$ cat config.mk
export PLATFORM = sky130hd
export DESIGN_NAME = keypad_relay_toggle_controller
export DESIGN_NICKNAME = d
export VERILOG_FILES = /design/src/rtl/core/krtc_pkg.sv /design/src/rtl/core/krtc_front.sv /design/src/rtl/core/krtc_queue.sv /design/src/rtl/core/krtc_back.sv /design/src/rtl/core/keypad_relay_toggle_controller.sv
export SDC_FILE = /design/constraint.sdc
export NUM_CORES = 1
export LEC_CHECK = 0
export BUFFER_PORTS_ARGS = -buffer_cell sky130_fd_sc_hd__clkbuf_2
export CAP_MARGIN = 20
export CELL_PAD_IN_SITES_DETAIL_PLACEMENT = 1
export CELL_PAD_IN_SITES_GLOBAL_PLACEMENT = 2
export CORE_MARGIN = 10
export CORE_UTILIZATION = 34
export CTS_CLUSTER_SIZE = 30
export DETAILED_ROUTE_END_ITERATION = 8
export PLACE_DENSITY_LB_ADDON = 0.1
export SYNTH_ARGS = -nofsm -noshare
export SYNTH_HDL_FRONTEND = slang
export SYNTH_HIERARCHICAL = 1
export SYNTH_SLANG_ARGS = --single-unit
$ cat constraint.sdc
create_clock -name i_clk -period 7 [get_ports i_clk]
set_input_delay 1.05 -clock i_clk [delete_from_list [all_inputs] [get_ports i_clk]]
set_output_delay 1.05 -clock i_clk [all_outputs]
set_load 0.01 [all_outputs]
$ cat src/rtl/core/krtc_pkg.sv
// Shared types, constants and helpers for the keypad relay toggle controller.
package krtc_pkg;

    localparam logic [15:0] DebounceReset = 16'd50;
    localparam logic [15:0] BlinkReset    = 16'd1000;

    localparam int QueueDepth = 4;
    localparam int QueueAw    = $clog2(QueueDepth);

    localparam logic [7:0] SampleIdle  = 8'hff;
    localparam logic [7:0] ByteStatus  = 8'h05;
    localparam logic [7:0] ByteLedOn   = 8'hfe;
    localparam logic [7:0] ByteLedOff  = 8'h00;
    localparam logic [7:0] ByteEnd     = 8'hff;
    localparam logic [7:0] ByteCommand = 8'h01;
    localparam logic [7:0] AllOnCount  = 8'd7;

    localparam logic [3:0] KeyNone    = 4'd0;
    localparam logic [3:0] KeyAllCmd  = 4'd8;

    // register indexes (word address bit 2)
    localparam logic RegDebounce = 1'b0;
    localparam logic RegBlink    = 1'b1;

    // what a tick asks the back end to send
    typedef enum logic [1:0] {
        K_IDLE   = 2'd0,
        K_STATUS = 2'd1,
        K_CMD1   = 2'd2,
        K_CMD2   = 2'd3
    } t_kind;

    typedef struct packed {
        logic [7:0] led;
        logic       ind;
        t_kind      kind;
    } t_event;

    // one low bit gives key 1..8, anything else no key
    function automatic logic [3:0] decode_key(input logic [7:0] sample);
        logic [7:0] pressed;
        logic [3:0] key;
        pressed = ~sample;
        key     = KeyNone;
        for (int k = 0; k < 8; k++) begin
            if (pressed == (8'd1 << k)) begin
                key = 4'(k + 1);
            end
        end
        return key;
    endfunction

endpackage

$ cat src/rtl/core/krtc_front.sv
// Front end: debounce, blink timer, LED state and event classification per tick.
module krtc_front (
    input  logic                i_clk,
    input  logic                i_rst_n,
    input  logic                i_accept,
    input  logic [7:0]          i_sample,
    input  logic [15:0]         i_debounce,
    input  logic [15:0]         i_blink,
    output krtc_pkg::t_event    o_event
);

    logic [15:0] r_press, n_press;
    logic        r_locked, n_locked;
    logic [15:0] r_blink_cnt, n_blink_cnt;
    logic        r_blink_en, n_blink_en;
    logic        r_ind, n_ind;
    logic [7:0]  r_led, n_led;
    logic [7:0]  r_on, n_on;
    logic        r_odd, n_odd;

    logic [3:0]  w_key;
    logic [7:0]  w_mask;
    logic        w_double;

    always_comb begin
        n_press     = r_press;
        n_locked    = r_locked;
        n_blink_en  = r_blink_en;
        n_ind       = r_ind;
        n_led       = r_led;
        n_on        = r_on;
        n_odd       = r_odd;
        w_key       = krtc_pkg::KeyNone;
        w_double    = 1'b0;
        w_mask      = 8'd0;

        // debounce
        if (i_sample == krtc_pkg::SampleIdle) begin
            n_locked   = 1'b0;
            n_press    = 16'd0;
            n_blink_en = 1'b1;
        end else if (!r_locked) begin
            n_press = r_press + 16'd1;
            if (n_press >= i_debounce) begin
                n_locked   = 1'b1;
                n_ind      = 1'b1;
                n_blink_en = 1'b0;
                w_key      = krtc_pkg::decode_key(i_sample);
            end
        end

        // blink timer
        n_blink_cnt = r_blink_cnt + 16'd1;
        if (n_blink_cnt >= i_blink) begin
            n_blink_cnt = 16'd0;
            if (n_blink_en) begin
                n_ind = ~n_ind;
            end
        end

        // key action
        if (w_key != krtc_pkg::KeyNone && w_key != krtc_pkg::KeyAllCmd) begin
            w_mask = 8'd1 << 3'(w_key - 4'd1);
            n_led  = r_led ^ w_mask;
            if ((n_led & w_mask) != 8'd0) begin
                n_on = r_on + 8'd1;
            end else begin
                n_on = r_on - 8'd1;
            end
        end else if (w_key == krtc_pkg::KeyAllCmd) begin
            if (r_on == krtc_pkg::AllOnCount) begin
                n_led    = 8'd0;
                n_on     = 8'd0;
                w_double = r_odd;
                n_odd    = 1'b1;
            end else if (r_odd) begin
                n_led = r_led | 8'h80;
                n_on  = krtc_pkg::AllOnCount;
                n_odd = 1'b0;
            end else begin
                n_led = 8'd0;
                n_on  = 8'd0;
                n_odd = 1'b1;
            end
        end
        n_led[7] = (n_on != 8'd0);

        o_event.led = n_led;
        o_event.ind = n_ind;
        if (w_key == krtc_pkg::KeyAllCmd) begin
            o_event.kind = w_double ? krtc_pkg::K_CMD2 : krtc_pkg::K_CMD1;
        end else if (w_key != krtc_pkg::KeyNone) begin
            o_event.kind = krtc_pkg::K_STATUS;
        end else begin
            o_event.kind = krtc_pkg::K_IDLE;
        end
    end

    always_ff @(posedge i_clk) begin
        if (!i_rst_n) begin
            r_press     <= 16'd0;
            r_locked    <= 1'b0;
            r_blink_cnt <= 16'd0;
            r_blink_en  <= 1'b1;
            r_ind       <= 1'b0;
            r_led       <= 8'd0;
            r_on        <= 8'd0;
            r_odd       <= 1'b1;
        end else if (i_accept) begin
            r_press     <= n_press;
            r_locked    <= n_locked;
            r_blink_cnt <= n_blink_cnt;
            r_blink_en  <= n_blink_en;
            r_ind       <= n_ind;
            r_led       <= n_led;
            r_on        <= n_on;
            r_odd       <= n_odd;
        end
    end

endmodule

$ cat src/rtl/core/krtc_queue.sv
// Event queue between the front end and the frame serializer.
module krtc_queue (
    input  logic                i_clk,
    input  logic                i_rst_n,
    input  logic                i_push,
    input  krtc_pkg::t_event    i_data,
    input  logic                i_pop,
    output krtc_pkg::t_event    o_data,
    output logic                o_full,
    output logic                o_empty
);

    krtc_pkg::t_event r_mem [krtc_pkg::QueueDepth];
    logic [krtc_pkg::QueueAw-1:0] r_wr, r_rd;
    logic [krtc_pkg::QueueAw:0]   r_cnt;

    assign o_full  = (r_cnt == (krtc_pkg::QueueAw+1)'(krtc_pkg::QueueDepth));
    assign o_empty = (r_cnt == '0);
    assign o_data  = r_mem[r_rd];

    always_ff @(posedge i_clk) begin
        if (i_push) begin
            r_mem[r_wr] <= i_data;
        end
    end

    always_ff @(posedge i_clk) begin
        if (!i_rst_n) begin
            r_wr  <= '0;
            r_rd  <= '0;
            r_cnt <= '0;
        end else begin
            if (i_push) begin
                r_wr <= r_wr + 1'b1;
            end
            if (i_pop) begin
                r_rd <= r_rd + 1'b1;
            end
            case ({i_push, i_pop})
                2'b10:   r_cnt <= r_cnt + 1'b1;
                2'b01:   r_cnt <= r_cnt - 1'b1;
                default: r_cnt <= r_cnt;
            endcase
        end
    end

endmodule

$ cat src/rtl/core/krtc_back.sv
// Back end: expands one queued event into result transfers, one per clock while the master accepts them.
module krtc_back (
    input  logic                i_clk,
    input  logic                i_rst_n,
    input  krtc_pkg::t_event    i_event,
    input  logic                i_empty,
    output logic                o_pop,
    input  logic                i_tready,
    output logic                o_tvalid,
    output logic [23:0]         o_tdata,
    output logic                o_tuser,
    output logic                o_tlast
);

    logic [3:0] r_step;
    logic [3:0] w_last_step;
    logic [7:0] w_byte;
    logic       w_valid;
    logic       w_load;
    logic       w_final;

    always_comb begin
        w_last_step = 4'd0;
        w_byte      = 8'd0;
        w_valid     = 1'b1;
        unique case (i_event.kind) inside
            krtc_pkg::K_IDLE: begin
                w_valid = 1'b0;
            end
            krtc_pkg::K_STATUS: begin
                w_last_step = 4'd9;
                if (r_step == 4'd0) begin
                    w_byte = krtc_pkg::ByteStatus;
                end else if (r_step == 4'd9) begin
                    w_byte = krtc_pkg::ByteEnd;
                end else begin
                    w_byte = i_event.led[3'(r_step - 4'd1)] ? krtc_pkg::ByteLedOn
                                                            : krtc_pkg::ByteLedOff;
                end
            end
            krtc_pkg::K_CMD1, krtc_pkg::K_CMD2: begin
                w_last_step = (i_event.kind == krtc_pkg::K_CMD2) ? 4'd3 : 4'd1;
                w_byte      = r_step[0] ? krtc_pkg::ByteEnd : krtc_pkg::ByteCommand;
            end
            default: begin
                w_valid = 1'b0;
            end
        endcase
    end

    assign w_load  = (!o_tvalid || i_tready) && !i_empty;
    assign w_final = (r_step == w_last_step);
    assign o_pop   = w_load && w_final;

    always_ff @(posedge i_clk) begin
        if (!i_rst_n) begin
            r_step   <= 4'd0;
            o_tvalid <= 1'b0;
        end else begin
            if (w_load) begin
                o_tvalid <= 1'b1;
                r_step   <= w_final ? 4'd0 : r_step + 4'd1;
            end else if (i_tready) begin
                o_tvalid <= 1'b0;
            end
        end
    end

    always_ff @(posedge i_clk) begin
        if (w_load) begin
            o_tdata <= {7'd0, w_byte, i_event.ind, i_event.led};
            o_tuser <= w_valid;
            o_tlast <= w_final;
        end
    end

endmodule

$ cat src/rtl/core/keypad_relay_toggle_controller.sv
// Top level of the keypad relay toggle controller: config registers and pipeline wiring.
//
// Each slave transfer is one 1 ms tick with the active-low key column sample.
// The front end takes a tick in every clock while its event queue (four ticks
// deep) has room, updates debounce, blink and LED state at once, and queues one
// event. The back end turns each event into 1, 2, 4 or 10 master transfers,
// one per clock while m_axis_tready allows: a single idle transfer (tuser low)
// for a tick without a key, a 10-byte status frame for keys 1..7, and one or
// two 2-byte command frames for key 8. So the back-end serializer sets the
// sustained rate. Every transfer carries the LED byte and indicator level as of
// its tick, and tlast marks the final transfer of a tick. Write debounce_ticks
// at address 0 and blink_ticks at address 4 only while no tick is in flight;
// both are 16 bits and read back as written.
module keypad_relay_toggle_controller (
    input  logic        i_clk,
    input  logic        i_rst_n,
    // slave stream
    input  logic        s_axis_tvalid,
    output logic        s_axis_tready,
    input  logic [7:0]  s_axis_tdata,   // [7:0] column_sample
    // master stream
    output logic        m_axis_tvalid,
    input  logic        m_axis_tready,
    output logic [23:0] m_axis_tdata,   // [7:0] relay_leds, [8] indicator, [16:9] tx_byte
    output logic        m_axis_tuser,   // [0] tx_valid
    output logic        m_axis_tlast,
    // configuration port
    input  logic        psel,
    input  logic        penable,
    input  logic        pwrite,
    input  logic [2:0]  paddr,
    input  logic [31:0] pwdata,
    output logic [31:0] prdata,
    output logic        pready
);

    logic [15:0] r_debounce;
    logic [15:0] r_blink;

    logic             w_accept;
    logic             w_full;
    logic             w_empty;
    logic             w_pop;
    krtc_pkg::t_event w_push_event;
    krtc_pkg::t_event w_head_event;

    // register file: word-addressed, bit 2 picks the register
    assign pready = 1'b1;
    assign prdata = (paddr[2] == krtc_pkg::RegBlink) ? {16'd0, r_blink}
                                                     : {16'd0, r_debounce};

    always_ff @(posedge i_clk) begin
        if (!i_rst_n) begin
            r_debounce <= krtc_pkg::DebounceReset;
            r_blink    <= krtc_pkg::BlinkReset;
        end else if (psel && penable && pwrite && pready) begin
            if (paddr[2] == krtc_pkg::RegBlink) begin
                r_blink <= pwdata[15:0];
            end else begin
                r_debounce <= pwdata[15:0];
            end
        end
    end

    // take a tick whenever the queue has room
    assign s_axis_tready = !w_full;
    assign w_accept      = s_axis_tvalid && s_axis_tready;

    krtc_front u_front (
        .i_clk      (i_clk),
        .i_rst_n    (i_rst_n),
        .i_accept   (w_accept),
        .i_sample   (s_axis_tdata),
        .i_debounce (r_debounce),
        .i_blink    (r_blink),
        .o_event    (w_push_event)
    );

    krtc_queue u_queue (
        .i_clk   (i_clk),
        .i_rst_n (i_rst_n),
        .i_push  (w_accept),
        .i_data  (w_push_event),
        .i_pop   (w_pop),
        .o_data  (w_head_event),
        .o_full  (w_full),
        .o_empty (w_empty)
    );

    krtc_back u_back (
        .i_clk    (i_clk),
        .i_rst_n  (i_rst_n),
        .i_event  (w_head_event),
        .i_empty  (w_empty),
        .o_pop    (w_pop),
        .i_tready (m_axis_tready),
        .o_tvalid (m_axis_tvalid),
        .o_tdata  (m_axis_tdata),
        .o_tuser  (m_axis_tuser),
        .o_tlast  (m_axis_tlast)
    );

endmodule
* After elaboration in Yosys (flattened, before gate mapping) *
Memories as Yosys holds them, arrays and structs flattened. A register that Yosys moved wholly into a read port is not among the register bits.
Cells that the tools add are included.

storage, ports and cells
  RAM bits = 44
  word-level logic and storage cells = 145
  register bits = 115
  output and inout bits = 61
  memories = 1

operators by class
  equal/unequal tests = 21
  bitwise logic cells = 6
  mux-type cells = 61
  shifts and indexed selects = 1
  add/sub/neg operators = 11
  magnitude comparators = 3
  reduce and logical (&&, ||, !) cells = 23

memory list
  memory         depth  width  rd ports  clocked after memory_dff  write ports  line              RTL
  u_queue.r_mem  4      11     1         1                         1            krtc_queue.sv:13  krtc_pkg::t_event r_mem [krtc_pkg::QueueDepth];

operator list
  kind                                                  number
  2-to-1 mux 16 bit                                     4
  2-to-1 mux 8 bit                                      8
  adder 16 x 1 -> 16 bit (second input constant)        2
  >= comparator 16 bit                                  2
  2-to-1 mux 7 bit                                      4
  2-to-1 mux 1 bit                                      25
  2-to-1 mux 4 bit                                      5
  equality test 8 x 3 -> 1 bit (second input constant)  2
  equality test 8 bit (second input constant)           2
  case mux 8 bit (2 select lines)                       1
  nonzero test 8 bit                                    2
  2-to-1 mux 3 bit                                      5
  2-to-1 mux 2 bit                                      6
  subtractor 3 x 1 -> 3 bit (second input constant)     3
  adder 8 x 1 -> 8 bit (second input constant)          1
  bitwise AND 8 bit                                     1
  equality test 4 bit (second input constant)           2
  equality test 8 x 1 -> 1 bit (second input constant)  1
  equality test 8 x 2 -> 1 bit (second input constant)  1
  equality test 8 x 4 -> 1 bit (second input constant)  1
  equality test 8 x 5 -> 1 bit (second input constant)  1
  equality test 8 x 6 -> 1 bit (second input constant)  1
  equality test 8 x 7 -> 1 bit (second input constant)  1
  inverter 8 bit                                        1
  28 further kinds                                      44

* Logic depth before layout (Yosys ltp) *
Gate-level depths: netlist (run 1).

  depth in word-level cells = 21
  depth in mapped cells = 34
  depth with buffers taken out = 33

* By module *
The synthesis (run 1) kept the hierarchy.

modules (own cells, without submodules)
  module                          times used  seq. area each (um^2)  area an instance (um^2)  cells an instance
  krtc_front                      1           1041.0                 4302.9                   566
  krtc_queue                      1           1501.4                 2039.5                   103
  keypad_relay_toggle_controller  1           640.6                  1647.8                   171
  krtc_back                       1           520.5                  1011.0                   83

* Worst setup path after synthesis (run 1) *
No wires, ideal clock.

  kind = reg-to-reg
  from = register u_front.r_press[0]
  to = memory u_queue/r_mem[0][10] (netlist name), data pin
  library setup time = 0.266 ns
  clock period less this slack = 7.197 ns
  arrival time = 6.930 ns
  data required time = 6.734 ns
  stages on the path, launching flop included = 35
  path buffers = 1
  slack = -0.197 ns
  cells stage by stage = dfxtp_1 -> ha_1 -> and3_1 -> and3_1 -> and3_1 -> and3_1 -> clkbuf_1 -> nand3_1 -> xnor2_1 -> ha_1 -> and4_1 -> nand4_1 -> o31ai_1 -> o31ai_1 -> nor3_1 -> inv_1 -> ha_1 -> nand4b_1 -> nor2_1 -> ha_1 -> or4_1 -> nor4_1 -> nor4b_1 -> o311a_1 -> nor2_1 -> inv_1 -> ha_1 -> a21oi_1 -> a21boi_0 -> o21ai_0 -> nor3b_1 -> nor3_1 -> nor3_1 -> o221a_2 -> nand2_1

RTL lines
  what                    line               RTL
  start, declared         krtc_front.sv:12   logic [15:0] r_press, n_press;
  start signal, assigned  krtc_front.sv:110  r_press <= n_press;
  end, declared           krtc_queue.sv:13

==> flow_summary.ini, run 1 <==
[routing]
wire_per_inst_um = 16.9
route.vias.total = 6885
antenna_left = 0
drc = 0
wirelength_um = 23200
via_per_inst = 5.02
first_pass_iters = 4
drtIter0Drc = 253

[power]
combPwrFrac_pct = 22.4
seqPwrFrac_pct = 42.6
p_switching_mw = 0.867
p_sw_share_pct = 32.1
vdd_drop_max_mv = 0.188
internal-power_mw = 1.83
leakagePower_nw = 4.54
p_per_area_nw_per_um2 = 247
p_clk_share_pct = 35.0

[floorplanning]
die_w_um = 183
start_util_pct = 34.5
die_y_um = 183
placement_rows = 59
io_pins = 111
core_um2 = 26100
die-area_um2 = 33400

[synth]
synth_edf_count = 58
ys_top_cells_by_count = dfxtp_1, nand2_1, inv_1
synth-seq-area-share_pct = 41.1
synthCells = 923
syn_area_per_cell_um2 = 9.75
postSynth.asyncResetShare_pct = 0
yosysTopAreaCell = dfxtp_1
ys_seq_elements = 156
synth_top_area_share_pct = 21.8
synth_cell_type_count = 76
syn_area_um2 = 9000
synth.area.top_cells = dfxtp_1, edfxtp_1, ha_1
ys.flop_type = dfxtp_1
yosys_warnings = 6
yosys.cell_count.top_type = dfxtp_1

[final_layout]
final_nets = 1133
area_delta_synth_final_pct = 21.3
drive_gt1_share_pct = 25.7
fin_cells = 1372
finish.instance_area_um2 = 10900
final_util_pct = 41.9
diodes = 0

[clock_tree]
clk-insertion-delay-late_ps = 430
holdBufCountCts = 0
cts_sinks = 156
clk_pin_slew_ps = 70
cts_buffers = 17
cts-root-buf = clkbuf_16
clockBufferDepth = 2
h-tree-depth = 4
cts_tree = yes

[worst_setup_path]
crit_fanout = 4
worstSetupStartpointType = flip-flop
critical_path_required_ps = 7170
worstSetupEndpointType = flip-flop
crit_path_frequent_cell = and3_4
cp_data_arrival_time_ps = 6900
rr_startpoint = u_front/r_press[1]
critPathSlowestCell = or4_4
r2r-end = u_queue/r_mem[1][10]
max_stage_delay_ps = 540
crit_start = u_front/r_press[1]
r2r_setup_slack_ps = 270
reg2reg_depth = 33
critPathKind = flip-flop to flip-flop

[timing]
relSlewSlack_pct = 33.6
final_hold_viol_count = 0
holdWs_ps = 480
finalSetupTns_ps = 0
min_period_ps = 6730
period_share_pct = 96.1
setup_violations = 0
report.final.slew_viol_count = 0
final.setup_skew_ps = 10.5
worstMarginPinSlew_ps = 991
rsz0062_at_grt = yes
max_freq_mhz = 149

[global_routing]
overflow = 0
grt_pass1_vias = 7401
antenna_found_initial = 0
grt_pass1_wl_um = 38500
grt_start_max_net_pins = 62
grt_use_total_pct = 14.0

[min_path]
hold_depth = 2
min_path_type = flip-flop to flip-flop
hold-path-endpoint = r_debounce[6]
worstHoldStart = r_debounce[6]

[place]
routabilityCongestion = 0.728
io_buffers = 68
hpwlAfterDp_um = 16700
dp_cells = 1330
dpl-instance-area_um2 = 9830

[run]
maxCapViolCount = 0

[status]
status = finished clean
## layout by cell type (no fill, tap or decap), drive strengths merged, types with 18 or more instances in the layout
master	count
a21oi	39
and3	18
buf	67
clkbuf	85
conb	24
dfxtp	98
edfxtp	58
ha	57
inv	70
mux2i	34
nand2	91
nand3	27
nor2	47
nor2b	22
o21ai	41
xor2	28
## registers in the layout, indices dropped and copies added, names as in the netlist, named ones only
register and flops:
u_back/o_tdata 12, u_back/r_step 4, u_queue/r_wr 2, u_queue/r_cnt 3
u_front/r_locked 1, u_front/r_on 8, r_blink 16, u_back/o_tvalid 1
u_front/r_blink_cnt 16, u_back/o_tuser 1, u_front/r_blink_en 1, u_back/o_tlast 1
u_queue/r_rd 2, u_front/r_press 16, u_queue/r_mem 44, r_debounce 16
u_front/r_led 8, u_front/r_odd 1, u_front/r_ind 1
## power groups by stage
stage | clock [mW] | combinational, mW | sequential (mW)
floorplan | 0 | 0.428 | 1.17
global placement | 0 | 0.591 | 1.17
detailed placement | 0 | 0.599 | 1.17
CTS | 0.980 | 0.617 | 1.16
global route | 1.01 | 0.679 | 1.17
finish | 0.944 | 0.604 | 1.15
## per-layer routing
metal  vias to the layer above  share of wire, %  GRT usage (%)
li1                       3433                 -              -
met1                      3370                47           17.3
met2                        69                49           24.4
met3                        13               3.3           3.01
met4                         0              0.81           3.12
met5                         -                 0              0
## layout make-up
| type | count | area, um^2 |
|---|---|---|
| Fill cell | 2966 | 15100 |
| Multi-Input combinational cell | 654 | 5100 |
| Sequential cell | 156 | 3710 |
| Timing Repair Buffer | 135 | 871 |
| Clock buffer | 17 | 425 |
| Tap cell | 335 | 419 |
| Inverter | 60 | 225 |
| Clock inverter | 15 | 175 |
## repair_timing
action                                  CTS  global route
pin swaps                                30            26
endpoints found under the setup margin    7             8
gates resized for setup                  54            21
buffers inserted                          8             3
## cell families after synthesis
kind of cell,Yosys count,synth area share (%)
and+or+nand+nor,310,18.2
xor gates and xnor gates,42,4.09
muxes,63,9.08
adders and majority gates,59,8.37
other,3,0.125
AOI/OAI and AO/OA,156,11.5
buffers and inverters,134,7.49
DFF,156,41.1
## how the worst max path moves through the flow
stage / endpoint / slack (ps) / cells past startpoint
after floorplan: u_queue/r_mem[0][10] / 8 / 34
after detailed placement: u_queue/r_mem[0][10] / -430 / 36
after CTS: u_queue/r_mem[1][10] / 2 / 35
after global placement: u_queue/r_mem[0][10] / -350 / 33
after global routing: u_queue/r_mem[1][10] / -160 / 36
final: u_queue/r_mem[1][10] / 270 / 33
## worst max-delay path: cells and delay by family, from the launching register on
family | cells | cell delay (ps)
buffers and inverters | 4 | 450
AO/OA/AOI/OAI | 7 | 1580
adder cells (fa/ha/maj) | 5 | 1020
AND/OR/NAND/NOR | 16 | 2880
flip-flops | 1 | 350
XOR/XNOR | 1 | 180
## per-stage QoR
stage               power, mW  setup slack [ps]
floorplan                1.59              8.04
global placement         1.76              -348
detailed placement       1.77              -426
CTS                      2.75              1.71
global route             2.86              -163
finish                   2.70               271
Note: power is estimated with default switching activity, not from simulation.
==> inputs of run 2 (changes only) <==
==> constraint.sdc (replaced) <==
create_clock -name i_clk -period 7 [get_ports i_clk]
set_input_delay 0.35 -clock i_clk [delete_from_list [all_inputs] [get_ports i_clk]]
set_output_delay 0.35 -clock i_clk [all_outputs]
set_load 0.01 [all_outputs]
==> run 2 against run 1 <==
Net effect:
- die area did not move
- total power fell by 0.45%
- first-iteration DRC count rose by 4.0%
- global-route usage about the same
- count of clock-buffer cells in the layout is the same
- highest routed layer unchanged
==> flow_summary.ini, run 2 (synthesized netlist as in run 1, its figures left out) <==
[final_layout]
final_cell_mix = dfxtp_1, nand2_1, buf_4
final_util_pct = 41.9
largest_reg_flops = 44
final_nets = 1140
finish.instance_area_um2 = 10900
final_common_cell = dfxtp_1
fillers = 2946
area_delta_synth_final_pct = 21.3
registers.top_by_ff_count = u_queue/r_mem
diodes = 0
drive_gt1_share_pct = 26.1

[clock_tree]
cts_buffers = 17
cts_tree = yes
cts_sinks = 156
cts-root-buf = clkbuf_16
clk-insertion-delay-late_ps = 440
clockBufferDepth = 2
clk_pin_slew_ps = 80
h-tree-depth = 4

[worst_setup_path]
worstSetupEndpointType = flip-flop
max_stage_delay_ps = 530
critical_path_required_ps = 7180
crit_fanout = 4
critPathSlowestCell = or4_4
worstSetupStartpointType = flip-flop
cp_data_arrival_time_ps = 7090
crit_path_frequent_cell = and3_4
critPathKind = flip-flop to flip-flop

[timing]
final_hold_viol_count = 0
rsz0062_at_grt = yes
max_freq_mhz = 145
min_period_ps = 6910
finalWorstSetupSlack_ps = 91.5
period_share_pct = 98.7
final.setup_skew_ps = 14.5
report.final.slew_viol_count = 0
setup_violations = 0
worstMarginPinSlew_ps = 1060
relSlewSlack_pct = 29.6

[global_routing]
antenna_found_initial = 0
grt_start_max_net_pins = 62
grt_use_total_pct = 14.0
grt_pass1_vias = 7287
overflow = 0
grt_pass1_wl_um = 38200

[power]
p_sw_share_pct = 32.1
seqPwrFrac_pct = 42.9
vdd_drop_max_mv = 0.181
finalPower_mw = 2.69
internal-power_mw = 1.82
combPwrFrac_pct = 22.5
leakagePower_nw = 4.57
p_clk_share_pct = 34.6
p_switching_mw = 0.863
p_per_area_nw_per_um2 = 246

[routing]
wirelength_um = 23400
drc = 0
route.vias.total = 6915
drtIter0Drc = 263
antenna_left = 0
via_per_inst = 5.01
first_pass_iters = 5
wire_per_inst_um = 17.0

[floorplanning]
die_y_um = 183
placement_rows = 59
core_um2 = 26100
die_w_um = 183
die-area_um2 = 33400
io_pins = 111
start_util_pct = 34.5

[min_path]
min_path_type = primary input to flip-flop

[run]
maxCapViolCount = 0

[place]
dpl-instance-area_um2 = 9830
hpwlAfterDp_um = 17000
dp_worst_setup_slack_ps = -502
io_buffers = 68
routabilityCongestion = 0.753

[status]
status = finished clean
run 2: worst max-delay path: cells and delay by family, from the launching register on:
family	cells	cell delay [ps]
xor+xnor	2	360
buf+inv	5	520
flops	1	370
compound gates	6	1230
simple gates	16	3010
fa+ha+maj	5	1140
run 2: per-layer routing:
layer | vias to the layer above | share of wire, % | GRT usage [%]
met4 | 0 | 1.1 | 3.97
met1 | 3363 | 47 | 17.3
met2 | 82 | 49 | 24.1
met3 | 19 | 3.4 | 3.05
li1 | 3451 | - | -
met5 | - | 0 | 0
run 2: layout make-up:
| class | instances | area (um^2) | share of cell area, % |
|---|---|---|---|
| multi-input cells | 654 | 5050 | 46.3 |
| clock buffers | 17 | 425 | 3.90 |
| well taps | 335 | 419 | 3.84 |
| clock inverters | 15 | 165 | 1.51 |
| inverters | 60 | 225 | 2.06 |
| flip-flops and latches | 156 | 3710 | 34.0 |
| repair buffers | 142 | 911 | 8.35 |
run 2: path summary, 6_finish.rpt:
kind                                          from                    to  slack (ps)  depth (start not counted)
worst max register to register  u_front/r_press[1]  u_queue/r_mem[1][10]          90                         34
worst min-delay path                     pwdata[9]         r_debounce[9]         150                          3
worst min register to register       r_debounce[2]         r_debounce[2]         480                          2
worst max-delay path            u_front/r_press[1]  u_queue/r_mem[1][10]          90                         34
run 2: repair_timing:
item                                    in CTS  in global routing
endpoints found under the setup margin       8                  9
endpoints found under the hold margin        0                  0
resized for setup                           43                 32
setup buffers                                8                 10
pin swaps                                   18                 35
hold buffers                                 0                  0
cloned                                       0                  0
run 2: power groups by stage:
stage | Clock, mW | Sequential [mW] | Combinational, mW
floorplan | 0 | 1.17 | 0.428
global placement | 0 | 1.17 | 0.588
detailed placement | 0 | 1.18 | 0.599
CTS | 0.963 | 1.16 | 0.610
global route | 0.996 | 1.17 | 0.679
finish | 0.929 | 1.15 | 0.605
run 2: through the flow:
step / TNS [ps] / std cells / hold WS, ps
3_5_place_dp: -2890 / 1330 / 470
6_report: 0 / 1379 / 146
3_3_place_gp: -1150 / 1330 / 463
5_1_grt: -1200 / 1379 / 142
4_1_cts: 0 / 1369 / 123
2_1_floorplan: 0 / 944 / 444
==> inputs of run 3 (changes only) <==
--- a/config.mk
+++ b/config.mk
@@ -10,7 +10,7 @@
 export CELL_PAD_IN_SITES_DETAIL_PLACEMENT = 1
 export CELL_PAD_IN_SITES_GLOBAL_PLACEMENT = 2
 export CORE_MARGIN = 10
-export CORE_UTILIZATION = 34
+export CORE_UTILIZATION = 40
 export CTS_CLUSTER_SIZE = 30
 export DETAILED_ROUTE_END_ITERATION = 8
 export PLACE_DENSITY_LB_ADDON = 0.1
==> constraint.sdc (replaced) <==
create_clock -name i_clk -period 8 [get_ports i_clk]
set_input_delay 0.4 -clock i_clk [delete_from_list [all_inputs] [get_ports i_clk]]
set_output_delay 0.4 -clock i_clk [all_outputs]
set_load 0.01 [all_outputs]
==> run 3 against run 2 <==
Net effect:
- worst hold slack better by 61 ps
- design area fell by 7.0%
- via count decreased by 1.1%
- critical path type unchanged
==> flow_summary.ini, run 3 (synthesized netlist as in run 1, its figures left out) <==
[floorplanning]
die_w_um = 170
die-area_um2 = 28900
die_y_um = 170
io_pins = 111
start_util_pct = 41.0
core_um2 = 22000
placement_rows = 54

[worst_setup_path]
max_stage_delay_ps = 560
crit_fanout = 6
rr_startpoint = u_front/r_press[0]
crit_start = u_front/r_press[0]
path_delay_family = simple AND/OR/NAND/NOR gates
worstSetupStartpointType = flip-flop
critPathSlowestCell = or4_1
critPathKind = flip-flop to flip-flop
worst-path-buf-inv = 1
critical_path_required_ps = 8140
worstSetupEndpointType = flip-flop
cp_data_arrival_time_ps = 7660

[final_layout]
registers.top_by_ff_count = u_queue/r_mem
final_common_cell = dfxtp_1
final_nets = 1081
diodes = 0
largest_reg_flops = 44
final_cell_mix = dfxtp_1, nand2_1, clkbuf_2
drive_gt1_share_pct = 17.5
final_util_pct = 46.2
finish.instance_area_um2 = 10200
area_delta_synth_final_pct = 12.8
fillers = 2500

[timing]
final.setup_skew_ps = 13.0
final_hold_viol_count = 0
finalSetupTns_ps = 0
report.final.slew_viol_count = 0
setup_violations = 0
period_share_pct = 94.1
worstMarginPinSlew_ps = 1070
min_period_ps = 7520
finalWorstSetupSlack_ps = 476
max_freq_mhz = 133
relSlewSlack_pct = 28.9

[routing]
route.vias.total = 6839
wirelength_um = 23000
first_pass_iters = 4
antenna_left = 0
wire_per_inst_um = 18.2
via_per_inst = 5.41
drtIter0Drc = 330
drc = 0

[status]
status = finished clean

[min_path]
min_path_type = primary input to flip-flop
worstHoldStart = pwdata[1]

[place]
dpl-instance-area_um2 = 9420
routabilityCongestion = 0.808
dp_worst_setup_slack_ps = -45.2
hpwlAfterDp_um = 16900
io_buffers = 68

[run]
maxCapViolCount = 0

[global_routing]
grt_pass1_vias = 7527
grt_pass1_wl_um = 37900
grt_use_total_pct = 16.2
antenna_found_initial = 0
overflow = 0
grt_start_max_net_pins = 88

[power]
p_per_area_nw_per_um2 = 233
vdd_drop_max_mv = 0.153
leakagePower_nw = 4.24

[clock_tree]
cts-root-buf = clkbuf_16
cts_sinks = 156
cts_buffers = 17
clockBufferDepth = 2
clk_pin_slew_ps = 70
h-tree-depth = 4
clk-insertion-delay-late_ps = 430
cts_tree = yes
run 3: cell types whose count changed in the layout (fill, tap and decap cells not counted), moves of 4 or more:
| cell | delta |
|---|---|
| ha_4 | -5 |
| buf_6 | -4 |
| ha_1 | +5 |
| and3_4 | -4 |
| buf_4 | -55 |
| a21oi_1 | +4 |
| nand3_1 | +4 |
run 3: tightest hold or removal path: stages:
cell and delay [ps]:
clkbuf_2 90, nand2_1 50, mux2i_1 50
run 3: final cells by class:
cell class	count	area (um^2)	area share [%]
Multi-Input combinational cell	654	4800	47.3
Sequential cell	156	3700	36.5
Timing Repair Buffer	83	453	4.46
Clock buffer	17	425	4.19
Tap cell	280	350	3.45
Inverter	60	225	2.22
Clock inverter	15	193	1.90
run 3: metal layers:
metal  part of all wire, %  track usage [%]  vias up  wire, um
met3                   3.0             2.98       13       698
met5                     0                0        -         0
met4                  0.75             4.16        0       173
met1                    43             18.6     3400     10000
li1                      -                -     3335         -
met2                    53             30.0       91     12100
run 3: report_power, final:
part | leakage (nW) | internal, mW | switching [mW]
clock network | 0.295 | 0.453 | 0.395
registers | 1.35 | 0.948 | 0.0615
logic | 2.59 | 0.211 | 0.297
total | 4.24 | 1.61 | 0.753
run 3: final timing paths:
check | endpoint | slack [ps] | cells past startpoint
worst min-delay path | r_blink[1] | 210 | 3
worst max-delay path | u_queue/r_mem[2][10] | 480 | 31
worst max register to register | u_queue/r_mem[2][10] | 480 | 31
worst min register to register | r_debounce[14] | 470 | 2
run 3: per-stage QoR:
stage / hold slack [ps] / std cells / total power [mW]
floorplan: 444 / 944 / 1.39
global placement: 461 / 1231 / 1.51
detailed placement: 471 / 1231 / 1.54
CTS: 190 / 1263 / 2.40
global route: 222 / 1265 / 2.50
finish: 207 / 1265 / 2.36
run 3: repair_timing:
item,4_1_cts,5_1_grt
pin swaps,0,3
resized for setup,2,16
hold endpoints to repair,0,0
hold buffers,0,0
setup endpoints to repair,4,7
setup buffers,0,1
